[config.mk]
export PLATFORM = sky130hd
export DESIGN_NAME = epoch_seconds_to_calendar_flat
export DESIGN_NICKNAME = d
export VERILOG_FILES = /design/src/rtl/ecal_pkg.sv /design/src/rtl/ecal_if.sv /design/src/rtl/ecal_div.sv /design/src/rtl/ecal_dp.sv /design/src/rtl/ecal_ctrl.sv /design/src/rtl/epoch_seconds_to_calendar.sv /design/src/flat_wrapper.sv
export SDC_FILE = /design/constraint.sdc
export NUM_CORES = 1
export LEC_CHECK = 0
export BUFFER_PORTS_ARGS = -buffer_cell sky130_fd_sc_hd__buf_2
export CAP_MARGIN = 20
export CELL_PAD_IN_SITES_DETAIL_PLACEMENT = 2
export CELL_PAD_IN_SITES_GLOBAL_PLACEMENT = 2
export CORE_ASPECT_RATIO = 1.1
export CORE_MARGIN = 5
export CORE_UTILIZATION = 30
export DETAILED_ROUTE_END_ITERATION = 8
export GPL_TIMING_DRIVEN = 0
export PLACE_DENSITY_LB_ADDON = 0.1
export SYNTH_ARGS = -nofsm -noshare
export SYNTH_HDL_FRONTEND = slang
export SYNTH_SLANG_ARGS = --single-unit
[constraint.sdc]
create_clock -name clk_i -period 12.5 [get_ports clk_i]
set_clock_uncertainty 0.2 [all_clocks]
set_input_delay 0 -clock clk_i [delete_from_list [all_inputs] [get_ports clk_i]]
set_output_delay 0 -clock clk_i [all_outputs]
set_load 0.005 [all_outputs]
[src/rtl/ecal_pkg.sv]
// Shared constants, types and the month length table for the epoch-seconds
// to calendar converter. No dependencies; every other file imports it.
package ecal_pkg;

  // Input width and the widths derived from it
  localparam int unsigned SECONDS_WIDTH = 36;

  localparam int unsigned SECS_PER_DAY  = 86400;
  localparam int unsigned SECS_PER_MIN  = 60;
  localparam int unsigned DAYS_PER_YEAR = 365;
  localparam int unsigned DAYS_PER_WEEK = 7;
  localparam int unsigned YEARS_PER_CENTURY = 100;
  localparam int unsigned EPOCH_YEAR    = 1970;
  localparam int unsigned TM_YEAR_BASE  = 1900;
  // 1970-01-01 was a Thursday
  localparam int unsigned EPOCH_WEEKDAY = 4;
  localparam int unsigned LEAPS_BEFORE_EPOCH =
      (EPOCH_YEAR - 1) / 4 - (EPOCH_YEAR - 1) / 100 + (EPOCH_YEAR - 1) / 400;

  localparam longint unsigned MAX_SECONDS = (64'd1 << SECONDS_WIDTH) - 64'd1;
  localparam longint unsigned MAX_DAYS    = MAX_SECONDS / SECS_PER_DAY;
  localparam longint unsigned MAX_YEARS   = MAX_DAYS / DAYS_PER_YEAR;
  localparam longint unsigned MAX_YEAR    = EPOCH_YEAR + MAX_YEARS;

  localparam int unsigned DAYS_W = $clog2(MAX_DAYS + 1);
  localparam int unsigned YEAR_W = $clog2(MAX_YEAR + 1);
  localparam int unsigned CENT_W = $clog2(MAX_YEAR / YEARS_PER_CENTURY + 1);
  // Signed day remainder: its magnitude stays below the year itself
  localparam int unsigned REM_W  = YEAR_W + 1;
  localparam int unsigned MTOT_W = 11;

  // Shift-subtract divider: quotient bits retired per cycle
  localparam int unsigned STEP_BITS  = 4;
  localparam int unsigned DIV_CYCLES = (SECONDS_WIDTH + STEP_BITS - 1) / STEP_BITS;
  localparam int unsigned DIV_W      = DIV_CYCLES * STEP_BITS;
  localparam int unsigned DVS_W      = 17;
  localparam int unsigned CNT_W      = $clog2(DIV_CYCLES + 1);

  // Output field widths
  localparam int unsigned YOUT_W = 12;
  localparam int unsigned MON_W  = 4;
  localparam int unsigned MDAY_W = 5;
  localparam int unsigned HOUR_W = 5;
  localparam int unsigned MIN_W  = 6;
  localparam int unsigned SEC_W  = 6;
  localparam int unsigned WDAY_W = 3;
  localparam int unsigned YDAY_W = 9;

  localparam logic [MON_W-1:0] MONTH_FEB  = 4'd1;
  localparam logic [MON_W-1:0] MONTH_LAST = 4'd11;

  // Controller to datapath commands
  typedef struct packed {
    logic ld_p1;     // capture seconds, start days split
    logic ld_p2;     // start year, weekday and minute splits
    logic ld_p3;     // start century and hour splits
    logic step;      // advance all dividers
    logic setup;     // form first day remainder
    logic fix_step;  // step back one year
    logic yday_ld;   // capture day of year
    logic mon_step;  // consume one month
    logic out_ld;    // load result register
  } ecal_cmd_t;

  // Datapath to controller status
  typedef struct packed {
    logic rem_neg;
    logic mon_stop;
  } ecal_sts_t;

  typedef struct packed {
    logic [YOUT_W-1:0] years_since_1900;
    logic [MON_W-1:0]  month_index;
    logic [MDAY_W-1:0] day_of_month;
    logic [HOUR_W-1:0] hour_of_day;
    logic [MIN_W-1:0]  minute_of_hour;
    logic [SEC_W-1:0]  second_of_minute;
    logic [WDAY_W-1:0] weekday;
    logic [YDAY_W-1:0] day_of_year;
  } ecal_result_t;

  // Days in month m, February lengthened in leap years
  function automatic logic [MDAY_W-1:0] month_len(logic [MON_W-1:0] m, logic leap);
    logic [MDAY_W-1:0] len;
    case (m)
      4'd0:    len = 5'd31;
      4'd1:    len = leap ? 5'd29 : 5'd28;
      4'd2:    len = 5'd31;
      4'd3:    len = 5'd30;
      4'd4:    len = 5'd31;
      4'd5:    len = 5'd30;
      4'd6:    len = 5'd31;
      4'd7:    len = 5'd31;
      4'd8:    len = 5'd30;
      4'd9:    len = 5'd31;
      4'd10:   len = 5'd30;
      default: len = 5'd31;
    endcase
    return len;
  endfunction

endpackage

[src/rtl/ecal_if.sv]
// Request and result channel interfaces (valid, ready, payload).
// Depends on ecal_pkg for field widths.
interface ecal_req_if import ecal_pkg::*; ();
  logic                     valid;
  logic                     ready;
  logic [SECONDS_WIDTH-1:0] epoch_seconds;

  modport source (output valid, output epoch_seconds, input ready);
  modport sink   (input valid, input epoch_seconds, output ready);
endinterface

interface ecal_rsp_if import ecal_pkg::*; ();
  logic              valid;
  logic              ready;
  logic [YOUT_W-1:0] years_since_1900;
  logic [MON_W-1:0]  month_index;
  logic [MDAY_W-1:0] day_of_month;
  logic [HOUR_W-1:0] hour_of_day;
  logic [MIN_W-1:0]  minute_of_hour;
  logic [SEC_W-1:0]  second_of_minute;
  logic [WDAY_W-1:0] weekday;
  logic [YDAY_W-1:0] day_of_year;

  modport source (output valid, output years_since_1900, output month_index,
                  output day_of_month, output hour_of_day, output minute_of_hour,
                  output second_of_minute, output weekday, output day_of_year,
                  input ready);
  modport sink   (input valid, input years_since_1900, input month_index,
                  input day_of_month, input hour_of_day, input minute_of_hour,
                  input second_of_minute, input weekday, input day_of_year,
                  output ready);
endinterface

[src/rtl/ecal_div.sv]
// Restoring shift-subtract divider, STEP_BITS quotient bits per step.
// Depends on ecal_pkg for widths.
module ecal_div import ecal_pkg::*; (
  input  logic             clk_i,
  input  logic             load_i,
  input  logic             step_i,
  input  logic [DIV_W-1:0] dividend_i,
  input  logic [DVS_W-1:0] divisor_i,
  output logic [DIV_W-1:0] quo_o,
  output logic [DVS_W-1:0] rem_o
);

  logic [DIV_W-1:0]     dvd_q, dvd_d;
  logic [DIV_W-1:0]     quo_q, quo_d;
  logic [DVS_W-1:0]     rem_q, rem_d;
  logic [DVS_W-1:0]     dvs_q;
  logic [DVS_W:0]       part;
  logic [STEP_BITS-1:0] qbits;

  // Retire the top dividend bits against the divisor
  always_comb begin
    part  = {1'b0, rem_q};
    qbits = '0;
    for (int i = 0; i < STEP_BITS; i++) begin
      part = {part[DVS_W-1:0], dvd_q[DIV_W-1-i]};
      if (part >= {1'b0, dvs_q}) begin
        part = part - {1'b0, dvs_q};
        qbits[STEP_BITS-1-i] = 1'b1;
      end
    end
    rem_d = part[DVS_W-1:0];
    quo_d = {quo_q[DIV_W-STEP_BITS-1:0], qbits};
    dvd_d = {dvd_q[DIV_W-STEP_BITS-1:0], {STEP_BITS{1'b0}}};
  end

  // Load operands or advance one step
  always_ff @(posedge clk_i) begin
    if (load_i) begin
      dvd_q <= dividend_i;
      dvs_q <= divisor_i;
      quo_q <= '0;
      rem_q <= '0;
    end else if (step_i) begin
      dvd_q <= dvd_d;
      quo_q <= quo_d;
      rem_q <= rem_d;
    end
  end

  assign quo_o = quo_q;
  assign rem_o = rem_q;

endmodule

[src/rtl/ecal_dp.sv]
// Datapath: three dividers, year correction, month search, result register.
// Depends on ecal_pkg and ecal_div.
module ecal_dp import ecal_pkg::*; (
  input  logic                     clk_i,
  input  logic                     rst_ni,
  input  logic [SECONDS_WIDTH-1:0] epoch_seconds_i,
  input  ecal_cmd_t                cmd_i,
  output ecal_sts_t                sts_o,
  output ecal_result_t             res_o
);

  logic [DIV_W-1:0] dvd0, dvd1, dvd2;
  logic [DVS_W-1:0] dvs0, dvs1, dvs2;
  logic [DIV_W-1:0] quo0, quo1, quo2;
  logic [DVS_W-1:0] rem0, rem1, rem2;

  logic [YEAR_W-1:0] year_q, year_new;
  logic [8:0]        r365_q;
  logic [WDAY_W-1:0] wday_q;
  logic [SEC_W-1:0]  sec_q;
  logic [HOUR_W-1:0] hour_q;
  logic [MIN_W-1:0]  min_q;
  logic [REM_W-1:0]  rem_q, rem_init, mon_diff;
  logic [CENT_W-1:0] cent_q, cent_n;
  logic [6:0]        cyr_q, cyr_n;
  logic              leap_q, leap_init, leap_prev;
  logic [MON_W-1:0]  month_q;
  logic [YDAY_W-1:0] yday_q;
  logic [YEAR_W-1:0] ym1;
  logic [MDAY_W-1:0] mlen;
  ecal_result_t      res_q;

  // Pick divider operands for each phase
  always_comb begin
    dvd0 = DIV_W'(epoch_seconds_i);
    dvs0 = DVS_W'(SECS_PER_DAY);
    dvd1 = DIV_W'(quo0[DAYS_W-1:0]) + DIV_W'(EPOCH_WEEKDAY);
    dvs1 = DVS_W'(DAYS_PER_WEEK);
    dvd2 = DIV_W'(rem0);
    dvs2 = DVS_W'(SECS_PER_MIN);
    if (cmd_i.ld_p2) begin
      dvd0 = DIV_W'(quo0[DAYS_W-1:0]);
      dvs0 = DVS_W'(DAYS_PER_YEAR);
    end else if (cmd_i.ld_p3) begin
      dvd0 = DIV_W'(quo0[YEAR_W-1:0]) + DIV_W'(EPOCH_YEAR - 1);
      dvs0 = DVS_W'(YEARS_PER_CENTURY);
      dvd1 = DIV_W'(quo2[MTOT_W-1:0]);
      dvs1 = DVS_W'(SECS_PER_MIN);
    end
  end

  ecal_div u_div0 (
    .clk_i      (clk_i),
    .load_i     (cmd_i.ld_p1 | cmd_i.ld_p2 | cmd_i.ld_p3),
    .step_i     (cmd_i.step),
    .dividend_i (dvd0),
    .divisor_i  (dvs0),
    .quo_o      (quo0),
    .rem_o      (rem0)
  );

  ecal_div u_div1 (
    .clk_i      (clk_i),
    .load_i     (cmd_i.ld_p2 | cmd_i.ld_p3),
    .step_i     (cmd_i.step),
    .dividend_i (dvd1),
    .divisor_i  (dvs1),
    .quo_o      (quo1),
    .rem_o      (rem1)
  );

  ecal_div u_div2 (
    .clk_i      (clk_i),
    .load_i     (cmd_i.ld_p2),
    .step_i     (cmd_i.step),
    .dividend_i (dvd2),
    .divisor_i  (dvs2),
    .quo_o      (quo2),
    .rem_o      (rem2)
  );

  // First remainder: days into the estimated year, minus leap days since epoch
  assign cent_n = quo0[CENT_W-1:0];
  assign cyr_n  = rem0[6:0];
  assign ym1    = year_q - YEAR_W'(1);
  assign rem_init = REM_W'(r365_q) - REM_W'(ym1 >> 2) + REM_W'(cent_n)
                  - REM_W'(cent_n >> 2) + REM_W'(LEAPS_BEFORE_EPOCH);
  // Year after (100*cent + cyr) is the current year
  assign leap_init = ((year_q[1:0] == 2'd0) && (cyr_n != 7'd99))
                   || ((cyr_n == 7'd99) && (cent_q[1:0] == 2'd3) && 1'b0)
                   || ((cyr_n == 7'd99) && (cent_n[1:0] == 2'd3));
  // Leap status of the year before the current one
  assign year_new  = ym1;
  assign leap_prev = ((ym1[1:0] == 2'd0) && (cyr_q != 7'd0))
                   || ((cyr_q == 7'd0) && (cent_q[1:0] == 2'd0));

  assign mlen     = month_len(month_q, leap_q);
  assign mon_diff = rem_q - REM_W'(mlen);

  assign sts_o.rem_neg  = rem_q[REM_W-1];
  assign sts_o.mon_stop = (month_q == MONTH_LAST) || mon_diff[REM_W-1];

  // Sequence the working registers
  always_ff @(posedge clk_i) begin
    if (cmd_i.ld_p3) begin
      year_q <= YEAR_W'(quo0[YEAR_W-1:0]) + YEAR_W'(EPOCH_YEAR);
      r365_q <= rem0[8:0];
      wday_q <= rem1[WDAY_W-1:0];
      sec_q  <= rem2[SEC_W-1:0];
    end
    if (cmd_i.setup) begin
      rem_q   <= rem_init;
      cent_q  <= cent_n;
      cyr_q   <= cyr_n;
      leap_q  <= leap_init;
      hour_q  <= quo1[HOUR_W-1:0];
      min_q   <= rem1[MIN_W-1:0];
      month_q <= '0;
    end
    if (cmd_i.fix_step) begin
      year_q <= year_new;
      leap_q <= leap_prev;
      rem_q  <= rem_q + REM_W'(DAYS_PER_YEAR) + REM_W'(leap_prev);
      if (cyr_q == 7'd0) begin
        cyr_q  <= 7'd99;
        cent_q <= cent_q - CENT_W'(1);
      end else begin
        cyr_q <= cyr_q - 7'd1;
      end
    end
    if (cmd_i.yday_ld) begin
      yday_q <= rem_q[YDAY_W-1:0] + YDAY_W'(1);
    end
    if (cmd_i.mon_step) begin
      rem_q   <= mon_diff;
      month_q <= month_q + MON_W'(1);
    end
    if (cmd_i.out_ld) begin
      res_q.years_since_1900 <= ym1[YOUT_W-1:0] + YOUT_W'(1)
                              - YOUT_W'(TM_YEAR_BASE);
      res_q.month_index      <= month_q;
      res_q.day_of_month     <= rem_q[MDAY_W-1:0] + MDAY_W'(1);
      res_q.hour_of_day      <= hour_q;
      res_q.minute_of_hour   <= min_q;
      res_q.second_of_minute <= sec_q;
      res_q.weekday          <= wday_q;
      res_q.day_of_year      <= yday_q;
    end
  end

  assign res_o = res_q;

  // The month search only consumes whole months
  a_mon_step_fits: assert property (@(posedge clk_i) disable iff (!rst_ni)
      cmd_i.mon_step |-> !rem_q[REM_W-1] && !mon_diff[REM_W-1])
    else $error("month step would leave a negative day count");

  // A delivered day lies inside its month
  a_day_in_month: assert property (@(posedge clk_i) disable iff (!rst_ni)
      cmd_i.out_ld |-> !rem_q[REM_W-1] && (rem_q < REM_W'(mlen)))
    else $error("day of month beyond month length");

endmodule

[src/rtl/ecal_ctrl.sv]
// Controller: sequences the divider phases, year fix-up and month search,
// and owns the request handshakes. Depends on ecal_pkg.
module ecal_ctrl import ecal_pkg::*; (
  input  logic      clk_i,
  input  logic      rst_ni,
  input  logic      in_valid_i,
  output logic      in_ready_o,
  output logic      out_valid_o,
  input  logic      out_ready_i,
  output ecal_cmd_t cmd_o,
  input  ecal_sts_t sts_i
);

  localparam logic [2:0] S_IDLE  = 3'd0;
  localparam logic [2:0] S_DIV1  = 3'd1;
  localparam logic [2:0] S_DIV2  = 3'd2;
  localparam logic [2:0] S_DIV3  = 3'd3;
  localparam logic [2:0] S_SETUP = 3'd4;
  localparam logic [2:0] S_FIX   = 3'd5;
  localparam logic [2:0] S_MONTH = 3'd6;
  localparam logic [2:0] S_DONE  = 3'd7;

  logic [2:0]       state_q, state_d;
  logic [CNT_W-1:0] cnt_q, cnt_d;
  logic             out_valid_q, out_valid_d;
  logic             cnt_last;

  assign cnt_last   = (cnt_q == CNT_W'(DIV_CYCLES));
  assign in_ready_o = (state_q == S_IDLE);

  // Next state and commands
  always_comb begin
    state_d     = state_q;
    cnt_d       = cnt_q;
    out_valid_d = out_valid_q && !out_ready_i;
    cmd_o       = '0;
    unique case (state_q)
      S_IDLE: begin
        if (in_valid_i) begin
          cmd_o.ld_p1 = 1'b1;
          cnt_d       = CNT_W'(1);
          state_d     = S_DIV1;
        end
      end
      S_DIV1: begin
        cmd_o.step = 1'b1;
        cnt_d      = cnt_last ? '0 : cnt_q + CNT_W'(1);
        if (cnt_last) state_d = S_DIV2;
      end
      S_DIV2: begin
        cmd_o.ld_p2 = (cnt_q == '0);
        cmd_o.step  = (cnt_q != '0);
        cnt_d       = cnt_last ? '0 : cnt_q + CNT_W'(1);
        if (cnt_last) state_d = S_DIV3;
      end
      S_DIV3: begin
        cmd_o.ld_p3 = (cnt_q == '0);
        cmd_o.step  = (cnt_q != '0);
        cnt_d       = cnt_last ? '0 : cnt_q + CNT_W'(1);
        if (cnt_last) state_d = S_SETUP;
      end
      S_SETUP: begin
        cmd_o.setup = 1'b1;
        state_d     = S_FIX;
      end
      S_FIX: begin
        if (sts_i.rem_neg) begin
          cmd_o.fix_step = 1'b1;
        end else begin
          cmd_o.yday_ld = 1'b1;
          state_d       = S_MONTH;
        end
      end
      S_MONTH: begin
        if (sts_i.mon_stop) begin
          state_d = S_DONE;
        end else begin
          cmd_o.mon_step = 1'b1;
        end
      end
      S_DONE: begin
        if (!out_valid_q || out_ready_i) begin
          cmd_o.out_ld = 1'b1;
          out_valid_d  = 1'b1;
          state_d      = S_IDLE;
        end
      end
      default: state_d = S_IDLE;
    endcase
  end

  // Hold state, step counter and result valid
  always_ff @(posedge clk_i or negedge rst_ni) begin
    if (!rst_ni) begin
      state_q     <= S_IDLE;
      cnt_q       <= '0;
      out_valid_q <= 1'b0;
    end else begin
      state_q     <= state_d;
      cnt_q       <= cnt_d;
      out_valid_q <= out_valid_d;
    end
  end

  assign out_valid_o = out_valid_q;

  // An accepted request starts the days split with the step counter at one
  a_accept_starts: assert property (@(posedge clk_i) disable iff (!rst_ni)
      in_valid_i && in_ready_o |=> state_q == S_DIV1 && cnt_q == CNT_W'(1))
    else $error("accepted request did not start the day split");

  // A finished item waits while the result slot is still occupied
  a_done_waits: assert property (@(posedge clk_i) disable iff (!rst_ni)
      state_q == S_DONE && out_valid_q && !out_ready_i |=> state_q == S_DONE)
    else $error("result overwritten before it was taken");

  // A new result appears only from the done state
  a_valid_source: assert property (@(posedge clk_i) disable iff (!rst_ni)
      $rose(out_valid_q) |-> $past(state_q) == S_DONE)
    else $error("result valid raised outside the done state");

endmodule

[src/rtl/epoch_seconds_to_calendar.sv]
// Epoch seconds to calendar converter. An accepted request runs through three
// divider phases, the remainder setup, a year step-back repeated while the day
// remainder is negative, a month walk and the result load, in that order. One
// request in flight; the next is taken once the current result is registered.
// Reset is async, low.
module epoch_seconds_to_calendar import ecal_pkg::*; (
  input  logic       clk_i,
  input  logic       rst_ni,
  ecal_req_if.sink   req_i,
  ecal_rsp_if.source rsp_o
);

  ecal_cmd_t    cmd;
  ecal_sts_t    sts;
  ecal_result_t res;

  ecal_ctrl u_ctrl (
    .clk_i       (clk_i),
    .rst_ni      (rst_ni),
    .in_valid_i  (req_i.valid),
    .in_ready_o  (req_i.ready),
    .out_valid_o (rsp_o.valid),
    .out_ready_i (rsp_o.ready),
    .cmd_o       (cmd),
    .sts_i       (sts)
  );

  ecal_dp u_dp (
    .clk_i           (clk_i),
    .rst_ni          (rst_ni),
    .epoch_seconds_i (req_i.epoch_seconds),
    .cmd_i           (cmd),
    .sts_o           (sts),
    .res_o           (res)
  );

  // Drive result payload
  assign rsp_o.years_since_1900 = res.years_since_1900;
  assign rsp_o.month_index      = res.month_index;
  assign rsp_o.day_of_month     = res.day_of_month;
  assign rsp_o.hour_of_day      = res.hour_of_day;
  assign rsp_o.minute_of_hour   = res.minute_of_hour;
  assign rsp_o.second_of_minute = res.second_of_minute;
  assign rsp_o.weekday          = res.weekday;
  assign rsp_o.day_of_year      = res.day_of_year;

endmodule

[src/flat_wrapper.sv]
// flat-port wrapper written by rule: the top's interface ports become plain ports
module epoch_seconds_to_calendar_flat import ecal_pkg::*;
  (clk_i, rst_ni, req_i_valid, req_i_epoch_seconds, req_i_ready, rsp_o_valid, rsp_o_years_since_1900, rsp_o_month_index, rsp_o_day_of_month, rsp_o_hour_of_day, rsp_o_minute_of_hour, rsp_o_second_of_minute, rsp_o_weekday, rsp_o_day_of_year, rsp_o_ready);
  ecal_req_if req_i_i ();
  ecal_rsp_if rsp_o_i ();
  input  logic clk_i;
  input  logic rst_ni;
  input wire logic [$bits(req_i_i.valid)-1:0] req_i_valid;
  input wire logic [$bits(req_i_i.epoch_seconds)-1:0] req_i_epoch_seconds;
  output wire logic [$bits(req_i_i.ready)-1:0] req_i_ready;
  output wire logic [$bits(rsp_o_i.valid)-1:0] rsp_o_valid;
  output wire logic [$bits(rsp_o_i.years_since_1900)-1:0] rsp_o_years_since_1900;
  output wire logic [$bits(rsp_o_i.month_index)-1:0] rsp_o_month_index;
  output wire logic [$bits(rsp_o_i.day_of_month)-1:0] rsp_o_day_of_month;
  output wire logic [$bits(rsp_o_i.hour_of_day)-1:0] rsp_o_hour_of_day;
  output wire logic [$bits(rsp_o_i.minute_of_hour)-1:0] rsp_o_minute_of_hour;
  output wire logic [$bits(rsp_o_i.second_of_minute)-1:0] rsp_o_second_of_minute;
  output wire logic [$bits(rsp_o_i.weekday)-1:0] rsp_o_weekday;
  output wire logic [$bits(rsp_o_i.day_of_year)-1:0] rsp_o_day_of_year;
  input wire logic [$bits(rsp_o_i.ready)-1:0] rsp_o_ready;
  assign req_i_i.valid = req_i_valid;
  assign req_i_i.epoch_seconds = req_i_epoch_seconds;
  assign req_i_ready = req_i_i.ready;
  assign rsp_o_valid = rsp_o_i.valid;
  assign rsp_o_years_since_1900 = rsp_o_i.years_since_1900;
  assign rsp_o_month_index = rsp_o_i.month_index;
  assign rsp_o_day_of_month = rsp_o_i.day_of_month;
  assign rsp_o_hour_of_day = rsp_o_i.hour_of_day;
  assign rsp_o_minute_of_hour = rsp_o_i.minute_of_hour;
  assign rsp_o_second_of_minute = rsp_o_i.second_of_minute;
  assign rsp_o_weekday = rsp_o_i.weekday;
  assign rsp_o_day_of_year = rsp_o_i.day_of_year;
  assign rsp_o_i.ready = rsp_o_ready;
  epoch_seconds_to_calendar u_core (.clk_i(clk_i), .rst_ni(rst_ni), .req_i(req_i_i), .rsp_o(rsp_o_i));
endmodule
==> PnR_summary.wiki, run 1 <==
{| class="wikitable"
! Metric !! Value
|-
| DR iter-0 viols || 1015
|-
| All-layer global routing usage || 20.6%
|-
| Fill cell total of the finished layout || 8803
|-
| Maximum number of pins on one net before global-route repair || 38
|-
| # rows || 108
|-
| Relative area change from synthesis to final layout || 15.5%
|-
| I/O pins || 92
|-
| Total iterations of the first detailed-routing run || 5
|-
| Number of instances in the synthesized netlist || 2671
|-
| Area enclosed by the die boundary || 0.0845 mm^2
|-
| Final hold violations || 0
|-
| Clock tree root buffer cell || sky130_fd_sc_hd__clkbuf_16
|-
| Ys async rst share || 2.37%
|-
| Synthesis-stage register bit count || 338
|-
| TritonCTS Buffers || 42
|-
| Die X || 278 um
|-
| Inserted Diodes || 0
|-
| # DRC || 0
|-
| Count leader, synth || sky130_fd_sc_hd__nand2_1
|-
| Clock tree from TritonCTS || built
|-
| Cell taking the most area after synthesis || sky130_fd_sc_hd__edfxtp_1
|-
| Count of H-tree levels built during CTS || 2
|-
| Placer Congestion || 0.855
|-
| Area of the core || 0.0785 mm^2
|-
| Worst hold slack || 0.118 ns
|-
| I/O Buffers || 91
|-
| Fraction of final layout cells with drive strength greater than 1 || 10.3%
|-
| Final min period || 11.74 ns
|-
| Drt wl/cell || 23.0 um
|-
| Remaining global-route overflow || 0
|-
| Cell area after technology mapping || 0.0236 mm^2
|-
| Setup Viol. Count Final || 0
|-
| Total placed instance area || 0.0255 mm^2
|-
| Met2 capacity usage during global routing || 36.6%
|-
| Drt total wl || 90.4 mm
|-
| Worst hold path type || primary input to flip-flop
|-
| Detail-routed via count per cell || 5.42
|-
| CP max-delay cell || sky130_fd_sc_hd__a2111o_1
|-
| Critical path type || flip-flop to flip-flop
|-
| Transition at the pin with the smallest max-transition slack || 0.984 ns
|-
| Count of clock tree sinks || 338
|-
| Critical path startpoint || u_core.u_dp.u_div0.dvs_q[6]$_SDFFCE_PP1N_
|-
| Layer carrying the most global-route usage || met2
|-
| Count of flip-flops with a built-in enable after synthesis || 222
|-
| Synthesized area divided by synthesized cell count || 8.85 um^2
|-
| Via count || 21.3k
|-
| Result of the run || complete, no violations
|-
| Launch point of the worst reg-to-reg path || u_core.u_dp.u_div0.dvs_q[6]$_SDFFCE_PP1N_
|-
| Achievable Freq || 85.2 MHz
|-
| Final std cell area, no fill || 0.0273 mm^2
|-
| Nets in the synthesized netlist || 2833
|-
| Yosys Warn Count || 0
|-
| Yosys top cell area share || 28.2%
|-
| Final layout net count || 3022
|-
| Reg-to-reg setup timing slack || 0.76 ns
|-
| Worst EP arrival || 11.93 ns
|-
| Headroom to the max-slew limit || 33.8%
|-
| Worst setup path end || u_core.u_dp.u_div0.rem_o[3]$_SDFFE_PN0P_
|-
| CP required || 12.69 ns
|-
| Primary flip-flop cell chosen by synthesis mapping || sky130_fd_sc_hd__edfxtp_1
|-
| Share of synthesized area occupied by flip-flops and latches || 38.2%
|-
| Cell types occupying the most area after synthesis || sky130_fd_sc_hd__edfxtp_1 28%, sky130_fd_sc_hd__dfxtp_1 9.1%, sky130_fd_sc_hd__ha_1 5.9%
|-
| Number of cell instances on the worst register-to-register path || 44
|-
| Register clock-pin slew on the reported worst setup and hold paths || 0.06 ns
|-
| Most numerous cell types in the synthesized netlist || 361 x sky130_fd_sc_hd__nand2_1, 222 x sky130_fd_sc_hd__edfxtp_1, 199 x sky130_fd_sc_hd__a21oi_1
|-
| Initial Utilization || 30.1%
|-
| Clock buffer depth || 3
|-
| Final slew viol count || 0
|-
| First-pass GRT wire length || 139 mm
|-
| Setup Slack @ Placement || -0.804 ns
|-
| Final cycle utilization of the critical path || 93.9%
|-
| Global routing met1 resource utilization || 27.4%
|-
| Smallest setup slack after layout || 0.758 ns
|-
| Category of the worst setup path capture point || flip-flop
|-
| Kind of start point of the critical path || flip-flop
|-
| Antenna violations before repair || 1
|-
| Number of nets with antenna violations after routing || 0
|-
| Via count of the first global-routing pass || 23.1k
|-
| Highest cell delay on the worst timing path || 0.55 ns
|-
| Die H || 304 um
|-
| Max-cap violations || 0
|-
| RSZ-0062 raised after global routing || no
|-
| GR met3 Demand/Resource || 1.84%
|-
| Count of different cell masters after synthesis || 109
|-
| Largest fanout on the critical path || 19
|-
| Half-perimeter wire length of the detailed placement result || 70.2 mm
|-
| Worst flop-to-flop path endpoint || u_core.u_dp.u_div0.rem_o[3]$_SDFFE_PN0P_
|-
| Clock latency on the worst-skew pair || 0.58 ns
|}
## logic make-up (layout without fill, tap and decap cells)
family,after synthesis,after routing,synth area share (%)
multiplexers,62,62,2.82
AND/OR/NAND/NOR,961,961,19.9
buffers and inverters,255,477,4.37
AO/OA/AOI/OAI,712,712,19.8
XOR/XNOR,221,221,8.22
flip-flops,338,338,38.2
adder cells (fa/ha/maj),122,122,6.77
## per-layer routing
| layer | routed length (um) | share of wire (%) | vias to the layer above |
|---|---|---|---|
| met3 | 2000 | 2.2 | 76 |
| li1 | - | - | 10100 |
| met2 | 44600 | 49 | 240 |
| met1 | 42100 | 47 | 10900 |
| met5 | 0 | 0 | - |
| met4 | 1710 | 1.9 | 0 |
## critical path: cells and delay by family (launching register included)
kind	cells	cell delay, ns
AND/OR/NAND/NOR	8	1.53
buffers and inverters	9	2.15
AO/OA/AOI/OAI	21	5.04
adder cells (fa/ha/maj)	4	1.50
multiplexers	2	0.66
flip-flops	1	0.46
## worst min path at each step
| stage | start | endpoint | slack [ns] | cells past startpoint |
|---|---|---|---|---|
| after floorplan | rst_ni | u_core.u_ctrl.cnt_q[0]$_DFFE_PN0P_ | -0.50 | 0 |
| final | req_i_epoch_seconds[34] | u_core.u_dp.u_div0.dvd_q[34]$_DFFE_PP_ | 0.12 | 4 |
| after detailed placement | rst_ni | u_core.u_ctrl.cnt_q[3]$_DFFE_PN0P_ | -0.33 | 1 |
| after global placement | rst_ni | u_core.u_ctrl.out_valid_o$_DFF_PN0_ | -0.33 | 1 |
| after CTS | req_i_epoch_seconds[34] | u_core.u_dp.u_div0.dvd_q[34]$_DFFE_PP_ | 0.07 | 4 |
| after global routing | req_i_epoch_seconds[34] | u_core.u_dp.u_div0.dvd_q[34]$_DFFE_PP_ | 0.12 | 4 |
## registers in the layout, indices dropped and copies added (netlist names), 11 cells and up
name                      count
u_core.u_dp.rem_q            14
u_core.u_dp.u_div2.quo_o     11
u_core.u_dp.u_div1.dvd_q     36
u_core.u_dp.u_div2.dvd_q     36
u_core.u_dp.res_o            50
u_core.u_dp.u_div1.rem_o     17
u_core.u_dp.u_div0.dvd_q     36
u_core.u_dp.year_q           13
u_core.u_dp.u_div0.rem_o     17
u_core.u_dp.u_div2.rem_o     17
u_core.u_dp.u_div0.quo_o     20
## stage by stage
stage | TNS, ns | util [%] | std cells
floorplan | 0 | - | 2671
global placement | -6.94 | 32.4 | 3807
detailed placement | -12.98 | 32.5 | 3812
CTS | 0 | 34.8 | 3939
global route | 0 | 34.8 | 3938
finish | 0 | 34.8 | 3938
## what timing repair did
| item | 4_1_cts | 5_1_grt |
|---|---|---|
| hold endpoints to repair | 48 | 0 |
| setup buffers | 2 | 0 |
| gates resized for setup | 5 | 5 |
| hold buffers | 48 | 0 |
| endpoints found under the setup margin | 18 | 18 |
| pin swaps | 0 | 0 |
## layout by cell type (no fill, tap or decap), types with 48 or more instances in the layout
cell,synthesis,final
sky130_fd_sc_hd__dlygate4sd3_1,0,48
sky130_fd_sc_hd__xnor2_1,120,120
sky130_fd_sc_hd__nor3_1,64,63
sky130_fd_sc_hd__o21ai_0,160,160
sky130_fd_sc_hd__clkbuf_1,88,99
sky130_fd_sc_hd__inv_1,125,122
sky130_fd_sc_hd__edfxtp_1,222,222
sky130_fd_sc_hd__ha_1,112,112
sky130_fd_sc_hd__buf_2,13,104
sky130_fd_sc_hd__nand3_1,91,91
sky130_fd_sc_hd__xor2_1,100,100
sky130_fd_sc_hd__nand2_1,361,361
sky130_fd_sc_hd__nor2_1,178,176
sky130_fd_sc_hd__dfxtp_1,108,108
sky130_fd_sc_hd__a21oi_1,199,198
## final cells by class
cell class | count | area (um^2) | share of cell area (%)
well taps | 1045 | 1310 | 4.79
repair buffers | 146 | 1020 | 3.73
clock inverters | 18 | 128 | 0.467
plain buffers | 129 | 567 | 2.08
multi-input cells | 2078 | 13600 | 49.9
inverters | 125 | 477 | 1.75
clock buffers | 59 | 1160 | 4.23
flip-flops and latches | 338 | 9030 | 33.1
Power of run 1 is not shown: default switching activity piles up to over one toggle a cycle in this logic, so the estimate is an artifact.
==> run 2, diff against run 1 <==
--- a/config.mk
+++ b/config.mk
@@ -13,7 +13,6 @@
 export CORE_MARGIN = 5
 export CORE_UTILIZATION = 30
 export DETAILED_ROUTE_END_ITERATION = 8
-export GPL_TIMING_DRIVEN = 0
 export PLACE_DENSITY_LB_ADDON = 0.1
 export SYNTH_ARGS = -nofsm -noshare
 export SYNTH_HDL_FRONTEND = slang
==> constraint.sdc (replaced) <==
create_clock -name clk_i -period 15.1 [get_ports clk_i]
set_clock_uncertainty 0.2 [all_clocks]
set_input_delay 0 -clock clk_i [delete_from_list [all_inputs] [get_ports clk_i]]
set_output_delay 0 -clock clk_i [all_outputs]
set_load 0.05 [all_outputs]
==> run 2 against run 1 <==
  * Critical path depth down 5
  * Worst hold slack worse by 0.015 ns
  * Sequential cell count unchanged
  * Sequential share of layout area up 0.41 points
  * Count of clock-buffer cells in the layout down 7
  * Routed wire length down 2.5%
  * Cell area down 1.2%
  * Global-route usage down 0.43 points
==> PnR_summary.wiki, run 2 (synthesis gave the netlist of run 1 again) <==
{| class="wikitable"
! Metric !! Value
|-
| Fraction of final layout cells with drive strength greater than 1 || 11.2%
|-
| Remaining global-route overflow || 0
|-
| Worst EP arrival || 12.73 ns
|-
| Area enclosed by the die boundary || 0.0845 mm^2
|-
| Accumulated negative setup slack || 0 ns
|-
| First-pass GRT wire length || 136 mm
|-
| I/O Buffers || 91
|-
| Drt total wl || 88.2 mm
|-
| Clock latency on the worst-skew pair || 0.57 ns
|-
| All-layer global routing usage || 20.1%
|-
| Final std cell area, no fill || 0.0270 mm^2
|-
| Via count of the first global-routing pass || 22.6k
|-
| Number of cells in the finished layout apart from fillers || 3828
|-
| Count of clock tree sinks || 338
|-
| Initial Utilization || 30.1%
|-
| Count of H-tree levels built during CTS || 2
|-
| Total placed instance area || 0.0251 mm^2
|-
| CP required || 15.30 ns
|-
| Critical path type || flip-flop to flip-flop
|-
| Result of the run || complete, no violations
|-
| Headroom to the max-slew limit || 26.9%
|-
| Flip-flop count of the largest register, all copies and words added || 50
|-
| Final hold violations || 0
|-
| Clock buffer depth || 3
|-
| Final cycle utilization of the critical path || 83.0%
|-
| Relative area change from synthesis to final layout || 14.1%
|-
| I/O pins || 92
|-
| Most frequent cells in the layout || 360 x sky130_fd_sc_hd__nand2_1, 222 x sky130_fd_sc_hd__edfxtp_1, 197 x sky130_fd_sc_hd__a21oi_1, 175 x sky130_fd_sc_hd__nor2_1, 160 x sky130_fd_sc_hd__o21ai_0
|-
| Setup Viol. Count Final || 0
|-
| Max-cap violations || 0
|-
| Setup Slack @ Placement || 2.60 ns
|-
| Total iterations of the first detailed-routing run || 5
|-
| # DRC || 0
|-
| Commonest non-fill, non-tap cell in the layout || sky130_fd_sc_hd__nand2_1
|-
| Via count || 20.8k
|-
| Clock tree from TritonCTS || built
|-
| Category of the worst setup path capture point || flip-flop
|-
| Register clock-pin slew on the reported worst setup and hold paths || 0.06 ns
|-
| DR iter-0 viols || 919
|-
| Die H || 304 um
|-
| Transition at the pin with the smallest max-transition slack || 1.08 ns
|-
| Fill cell total of the finished layout || 8777
|-
| Final slew viol count || 0
|-
| Detail-routed via count per cell || 5.43
|-
| Smallest setup slack after layout || 2.57 ns
|-
| RSZ-0062 raised after global routing || no
|-
| Number of placed cells counting well taps || 3711
|-
| Largest fanout on the critical path || 21
|-
| Final min period || 12.53 ns
|-
| TritonCTS Buffers || 41
|-
| Clock tree root buffer cell || sky130_fd_sc_hd__clkbuf_16
|-
| Worst hold path type || primary input to flip-flop
|-
| # rows || 108
|-
| Placer Congestion || 0.908
|-
| Achievable Freq || 79.8 MHz
|-
| Area of the core || 0.0785 mm^2
|-
| Die X || 278 um
|-
| Kind of start point of the critical path || flip-flop
|-
| Final layout net count || 2913
|-
| Number of nets with antenna violations after routing || 0
|-
| Maximum number of pins on one net before global-route repair || 76
|-
| Inserted Diodes || 0
|-
| CP max-delay cell || sky130_fd_sc_hd__o31a_1
|-
| Half-perimeter wire length of the detailed placement result || 66.3 mm
|-
| Drt wl/cell || 23.0 um
|-
| Antenna violations before repair || 2
|-
| Highest cell delay on the worst timing path || 0.81 ns
|}
[run 2: cell types whose count changed in the layout (fill, tap and decap cells not counted), moves of 3 or more]
cell                            change
sky130_fd_sc_hd__clkbuf_1          -92
sky130_fd_sc_hd__buf_4             +28
sky130_fd_sc_hd__buf_1             -18
sky130_fd_sc_hd__buf_2             -13
sky130_fd_sc_hd__dlygate4sd3_1      -8
sky130_fd_sc_hd__buf_6              -6
sky130_fd_sc_hd__clkinv_1           -6
sky130_fd_sc_hd__bufinv_16          +5
sky130_fd_sc_hd__clkinv_2           +5
sky130_fd_sc_hd__clkbuf_2           -3
[run 2: repair_timing]
| item | in CTS | in global routing |
|---|---|---|
| setup buffers | 0 | 0 |
| gates resized for setup | 0 | 0 |
| hold endpoints to repair | 48 | 0 |
| hold buffers | 40 | 0 |
[run 2: path summary, 6_finish.rpt]
check / from / end / slack, ns / cells past startpoint
worst max register to register: u_core.u_dp.u_div0.dvs_q[6]$_SDFFCE_PP1N_ / u_core.u_dp.u_div0.rem_o[8]$_SDFFE_PN0P_ / 2.57 / 39
min in group asynchronous: rst_ni / u_core.u_ctrl.cnt_q[1]$_DFFE_PN0P_ / 0.23 / 3
max in group asynchronous: rst_ni / u_core.u_ctrl.state_q[0]$_DFFE_PN0P_ / 14.16 / 3
worst min-delay path: req_i_epoch_seconds[0] / u_core.u_dp.u_div0.dvd_q[0]$_SDFFCE_PP0P_ / 0.10 / 4
worst min register to register: u_core.u_dp.yday_q[6]$_DFFE_PP_ / u_core.u_dp.res_o[6]$_DFFE_PP_ / 0.22 / 0
worst max-delay path: u_core.u_dp.u_div0.dvs_q[6]$_SDFFCE_PP1N_ / u_core.u_dp.u_div0.rem_o[8]$_SDFFE_PN0P_ / 2.57 / 39
[run 2: layout make-up]
type                    instances  area [um^2]  area share, %
repair buffers                167         1150           4.25
inverters                     125          469           1.74
flip-flops and latches        338         9030           33.5
clock inverters                23          295           1.09
multi-input cells            2078        13600           50.5
well taps                    1045         1310           4.85
clock buffers                  52         1110           4.10
[run 2: metal layers]
layer	routed length (um)	global-route usage, %
met3	2440	2.17
met2	43700	35.9
met5	13	0
met1	39500	25.9
met4	2600	5.66
[run 2: through the flow]
| stage | util, % | hold slack, ns |
|---|---|---|
| global placement | 32.0 | -0.327 |
| global route | 34.4 | 0.103 |
| finish | 34.4 | 0.103 |
| floorplan | - | -0.496 |
| detailed placement | 32.0 | -0.331 |
| CTS | 34.3 | 0.0776 |
[run 2: critical path, delay by kind of cell, from the launching register on]
family	cells	cell delay [ns]
flops	1	0.36
simple gates	9	2.53
buf+inv	4	1.09
mux	2	0.64
fa+ha+maj	4	1.57
compound gates	20	5.93
Power of run 2 is left out for the same reason.
